File: src/design/ats_pkg.sv
// Shared constants and codes for the alias table sampler.
`timescale 1ns / 1ps
`default_nettype none
package ats_pkg;
  localparam int MAX_ENTRIES   = 256;
  localparam int IDX_BITS      = $clog2(MAX_ENTRIES);
  localparam int CNT_BITS      = $clog2(MAX_ENTRIES + 1);
  localparam int WEIGHT_BITS   = 16;
  localparam int FRACTION_BITS = 16;
  localparam int UNIFORM_BITS  = 16;
  localparam int SUM_BITS      = WEIGHT_BITS + IDX_BITS;
  localparam int PROD_BITS     = WEIGHT_BITS + CNT_BITS;
  localparam int PROB_BITS     = FRACTION_BITS + CNT_BITS;
  localparam int DVD_BITS      = PROD_BITS + FRACTION_BITS;
  localparam int STEP_BITS     = $clog2(DVD_BITS);

  localparam logic [PROB_BITS-1:0] PROB_ONE = PROB_BITS'(1) << FRACTION_BITS;

  typedef enum logic [1:0] {
    OP_LOAD  = 2'd0,
    OP_BUILD = 2'd1,
    OP_DRAW  = 2'd2,
    OP_CLEAR = 2'd3
  } op_e;

  typedef enum logic [1:0] {
    ST_OK        = 2'd0,
    ST_BUILT     = 2'd1,
    ST_NOT_BUILT = 2'd2,
    ST_ZERO_SUM  = 2'd3
  } status_e;
endpackage
`default_nettype wire

File: src/design/ats_divider.sv
// Bit-serial restoring divider: floor(num * 2^FRACTION_BITS / den).
`timescale 1ns / 1ps
`default_nettype none
module ats_divider (
  input  wire logic                           clk_i,
  input  wire logic                           rst_ni,
  input  wire logic                           start_i,
  input  wire logic [ats_pkg::PROD_BITS-1:0]  num_i,
  input  wire logic [ats_pkg::SUM_BITS-1:0]   den_i,
  output logic                                done_o,
  output logic [ats_pkg::PROB_BITS-1:0]       quo_o
);
  logic                              busy_q, busy_d, done_q, done_d;
  logic [ats_pkg::STEP_BITS-1:0]     cnt_q, cnt_d;
  logic [ats_pkg::DVD_BITS-1:0]      dvd_q, dvd_d;
  logic [ats_pkg::SUM_BITS-1:0]      rem_q, rem_d;
  logic [ats_pkg::SUM_BITS-1:0]      den_q, den_d;
  logic [ats_pkg::PROB_BITS-1:0]     quo_q, quo_d;
  logic [ats_pkg::SUM_BITS:0]        trial;
  logic                              fits;

  assign trial = {rem_q, dvd_q[ats_pkg::DVD_BITS-1]};
  assign fits  = (trial >= {1'b0, den_q});

  always_comb begin
    busy_d = busy_q;
    done_d = 1'b0;
    cnt_d  = cnt_q;
    dvd_d  = dvd_q;
    rem_d  = rem_q;
    den_d  = den_q;
    quo_d  = quo_q;
    if (start_i) begin
      busy_d = 1'b1;
      cnt_d  = ats_pkg::STEP_BITS'(ats_pkg::DVD_BITS - 1);
      dvd_d  = {num_i, {ats_pkg::FRACTION_BITS{1'b0}}};
      rem_d  = '0;
      den_d  = den_i;
      quo_d  = '0;
    end else if (busy_q) begin
      dvd_d = {dvd_q[ats_pkg::DVD_BITS-2:0], 1'b0};
      rem_d = fits ? ats_pkg::SUM_BITS'(trial - {1'b0, den_q})
                   : trial[ats_pkg::SUM_BITS-1:0];
      quo_d = {quo_q[ats_pkg::PROB_BITS-2:0], fits};
      cnt_d = cnt_q - 1'b1;
      if (cnt_q == '0) begin
        busy_d = 1'b0;
        done_d = 1'b1;
      end
    end
  end

  always_ff @(posedge clk_i or negedge rst_ni) begin
    if (!rst_ni) begin
      busy_q <= 1'b0;
      done_q <= 1'b0;
      cnt_q  <= '0;
    end else begin
      busy_q <= busy_d;
      done_q <= done_d;
      cnt_q  <= cnt_d;
    end
  end

  always_ff @(posedge clk_i) begin
    dvd_q <= dvd_d;
    rem_q <= rem_d;
    den_q <= den_d;
    quo_q <= quo_d;
  end

  assign done_o = done_q;
  assign quo_o  = quo_q;
endmodule
`default_nettype wire

File: config.mk
export PLATFORM = sky130hd
export DESIGN_NAME = ats_divider
export DESIGN_NICKNAME = d
export VERILOG_FILES = /design/src/design/ats_pkg.sv /design/src/design/ats_divider.sv
export SDC_FILE = /design/constraint.sdc
export NUM_CORES = 1
export LEC_CHECK = 0
export BUFFER_PORTS_ARGS = -buffer_cell sky130_fd_sc_hd__buf_4
export CAP_MARGIN = 10
export CORE_MARGIN = 2
export CORE_UTILIZATION = 62
export DETAILED_ROUTE_END_ITERATION = 8
export PLACE_DENSITY = 0.85
export SLEW_MARGIN = 20
export SYNTH_ARGS = -nofsm -noshare
export SYNTH_HDL_FRONTEND = slang
export SYNTH_SLANG_ARGS = --single-unit
File: constraint.sdc
create_clock -name clk_i -period 5.89 [get_ports clk_i]
set_clock_uncertainty 0.05 [all_clocks]
set_input_delay 1.178 -clock clk_i [delete_from_list [all_inputs] [get_ports clk_i]]
set_output_delay 1.178 -clock clk_i [all_outputs]
set_load 0.02 [all_outputs]
Yosys cells after proc, flatten, opt, wreduce, memory -nomap -nowiden

Index checks and enable logic that the tools add are counted.

Add/subtract/negate cells: 2
Order comparisons: 1
Multiplexer cells: 11
Reduce and logical (&&, ||, !) cells: 2

Operators by type and width:

| kind                  | count |
|---|---|
| $mux W41              | 2 |
| $ge A25 B24 Y1        | 1 |
| $mux W24              | 1 |
| $sub A24 B24 Y24      | 1 |
| $mux W6               | 2 |
| $logic_not A6 Y1      | 1 |
| $mux W1               | 6 |
| $sub A6 B1 Y6 const B | 1 |
| $reduce_bool A2 Y1    | 1 |

Bits in registers: 106
Output and inout bits: 26
Word-level logic and storage cells: 23

Longest topological paths before layout

Depth after elaboration: 4
Gate-level depth with buffers: 12

Worst setup path before layout

OpenSTA, ideal clock, no wires.

Kind: register to register
Start point: register den_q[8] in the netlist's numbering
End point: register rem_q[19] in the netlist's numbering
Library setup time: 0.070 ns
Arrival: 2.481 ns
Setup slack: 3.288 ns
Stages on the path, launching flop included: 13
Path buffers: 3
Clock period less this slack: 2.602 ns
Cell sequence: edfxtp_1 > inv_1 > ha_1 > buf_6 > a211o_1 > or3_1 > o21ai_2 > nor3_2 > o2111a_1 > buf_6 > buf_8 > o41ai_2 > o21bai_1

Longest elaborated chain between the ends: 2
Elaborated cells between the ends (all ways): 3

Ends and longest elaborated chain:

| what                                                      | RTL line                             | RTL |
|---|---|---|
| start, declared                                           | ats_divider.sv:17                    | `logic [ats_pkg::SUM_BITS-1:0] den_q, den_d;` |
| start signal, assigned                                    | ats_divider.sv:68                    | `den_q <= den_d;` |
| $sub A24 B24 Y24 / $ge A25 B24 Y1 (equally long branches) | ats_divider.sv:42, ats_divider.sv:23 |  |
| $mux W24 (*)                                              | ats_divider.sv:42                    | `rem_d = fits ? ats_pkg::SUM_BITS'(trial - {1'b0, den_q})` |
| end signal, assigned                                      | ats_divider.sv:67                    | `rem_q <= rem_d;` |
| end, declared                                             | ats_divider.sv:16                    | `logic [ats_pkg::SUM_BITS-1:0] rem_q, rem_d;` |

Every way passes the cells marked *; elsewhere a longest branch is shown, timed or not.
A chain may end at the register's enable or synchronous reset.

Final worst setup path

Start point: register den_q[8] in the netlist's numbering
End point: register rem_q[4] in the netlist's numbering

Longest elaborated chain between the ends: 2

Ends and longest elaborated chain:

| what           | RTL line          | RTL |
|---|---|---|
| $ge A25 B24 Y1 | ats_divider.sv:23 | `assign fits = (trial >= {1'b0, den_q});` |
| $mux W24       | ats_divider.sv:42 |  |

No other way between the ends.

==> run metrics <==
overall die area=9960 sq um; detailed placement HPWL=8590 microns; CTS Hold Buffers Added=0; height of the die=99.8 microns; width of the die=99.8 microns; Avg Inst Size Synth=10.2 sq um; unrepaired setup endpoints after global routing=false; post-detailed-route DRC marker count=0; post-synthesis net count=636; number of antenna violations at the first check in global routing=0; post-place instance area=6270 sq um; number of different library cells in the post-synthesis netlist=65; number of clock sinks=106; Hold/Removal Path Class=reg2reg; violation count after the first detailed-route iteration=262; ratio of cells with drive above 1 in the final layout=21.6%; routability cong.=1.07; top post-synthesis cells by area=edfxtp_1 26%, dfxtp_1 17%, ha_1 5.7%; wire length of the first global-routing pass=21000 microns; clock tree from TritonCTS=done; summed area of non-filler cells in the final layout=6460 sq um; top cell type by total area after synthesis=edfxtp_1; via count of the first global-routing pass=4585; Port Buffers=77; Layout area overhead=13.6%; max-slew violation total from the final report=0; PnR Total Power=2.32 mW; measured slew at the worst slew-check pin=1030 ps; Post-synth ARST share=7.55%; clock transition at the registers of the reported paths=110 ps; crit path kind=reg2reg; number of max-capacitance violations reported=0; number of storage elements in the synthesis netlist=106; post-DR wirelength/cell=17.1 microns; Hold Violations, Final=0; maximum clock path buffer count=2; latest clock arrival within the worst-skew pair=390 ps; most frequently used flop master after synthesis=edfxtp_1; sum of overflow across all layers after global routing=0; number of nets in the final layout=695; pin count of the biggest net entering global routing=67; number of H-tree branching levels=3; PostCTS Resize Cnt=0; library cell with the highest instance count after synthesis=nor2_1; static leakage power=2.93 nW; Antenna Cells=0; Highest Clock Rate=295 MHz; number of buffers added by the clock tree synthesis step=9; Seq/Total Area, Yosys=46.6%; area fraction of the dominant cell type after synthesis=25.9%; CTS root buf=clkbuf_8; Crit path required time=6120 ps; total number of vias=4533; Mapped Area=5690 sq um; IO Pins=78; initial core utilization=64.6%; Mapped Cells=557; standard-cell rows=34; run status=finished clean; antenna violation net count after detailed routing=0; slew margin rel.=31.1%; total track usage=26.2%; number of detailed-route iterations in the first pass=5; Critical Path AT=3630 ps; buffer count from post-CTS setup fixing=0; synthesis warning total=0; Core Util, Final=73.3%; count of flip-flops with a built-in enable after synthesis=49; Setup Viol. Count Final=0; type of element capturing the critical path=flop; wire length after detailed routing=12500 microns; minimum period implied by the final worst setup slack=3390 ps; startpoint type of the worst setup path=flop; core region area=8810 sq um; sum of negative setup slack=0 ps; critical path peak fanout=20; average vias per placed instance=6.22; top post-synthesis cells by count=62 x nor2_1, 49 x dfxtp_1, 49 x edfxtp_1; pwr/cell area=360 nW/um^2; worst ir drop on vdd=0.000167 V; final clock period utilization by the worst path=57.6%
==> routing by layer <==
metal  global-route usage, %  vias to the layer above  part of all wire, %
met4                    11.7                        0                  3.0
met3                    7.10                       40                  7.6
met2                    43.6                      179                   48
met5                       0                        -                    0
li1                        -                     2169                    -
met1                    32.2                     2145                   41
==> report_power, final <==
part	switching (mW)	internal (mW)
clock network	0.284	0.167
logic	0.532	0.388
registers	0.0758	0.879
==> metrics by stage <==
stage / instances / hold slack (ps) / worst slack (ps)
3_5_place_dp: 713 / 448 / 2580
5_1_grt: 729 / 496 / 2280
4_1_cts: 729 / 461 / 2530
6_report: 729 / 460 / 2500
2_1_floorplan: 557 / 419 / 3290
3_3_place_gp: 713 / 431 / 2670
==> final timing paths <==
path                             end  slack (ps)  cells after the start       from
min in group asynchronous   cnt_q[3]         530                      1     rst_ni
min reg2reg                rem_q[10]         460                      2  rem_q[10]
min                        rem_q[10]         460                      2  rem_q[10]
max in group asynchronous     busy_q        5120                      1     rst_ni
max reg2reg                 rem_q[4]        2500                      9   den_q[8]
max                         rem_q[4]        2500                      9   den_q[8]
==> flip-flops by register name, indices dropped and copies added, names as in the netlist <==
name,cells
dvd_q,25
done_o,1
rem_q,24
quo_o,25
busy_q,1
cnt_q,6
den_q,24
==> cells in the final DEF, fill, tap and decap left out, types with 3 or more instances in the layout <==
cell type,count
nand4_1,3
edfxtp_1,49
o21ai_0,23
ha_1,26
nor2_1,62
or2_2,3
a21oi_1,21
xor2_1,6
o211ai_1,7
nor3_1,6
nor4_1,4
a211oi_1,8
a311oi_1,12
o21a_1,10
a31oi_1,5
buf_4,80
nand2_1,27
nand3_1,18
dfxtp_1,49
mux2i_1,24
inv_6,3
a21o_1,8
o41ai_1,3
and3_1,11
inv_1,32
or3_1,3
mux2_2,24
o21bai_1,5
and2_1,5
o31a_1,3
clkbuf_8,9
a211o_1,3
dfrtp_1,7
nor2b_1,4
xnor2_1,12
o31ai_1,3
==> kinds of logic after synthesis <==
kind of cell / after synthesis / share of synthesized area, %
simple gates: 159 / 13.5
fa+ha+maj: 27 / 6.07
xor+xnor: 18 / 2.77
compound gates: 135 / 17.0
flops: 106 / 46.6
buf+inv: 64 / 5.02
mux: 48 / 8.97
==> worst max-delay path, cell delays in order, from the launching register on <==
cell,delay (ps)
edfxtp_1,340
inv_1,40
ha_1,390
a211o_1,360
or3_1,370
o21ai_2,100
nor3_2,110
o2111ai_2,820
nand2_1,320
o311a_1,390
==> layout make-up <==
type                    instances  area, sq um
well taps                     108          135
fillers                       645         2350
multi-input cells             387         2760
clock buffers                   9          124
repair buffers                 80          601
flip-flops and latches        106         2650
clock inverters                 7         68.8
inverters                      32          120
No activity file was read; power rests on OpenSTA's default activity.
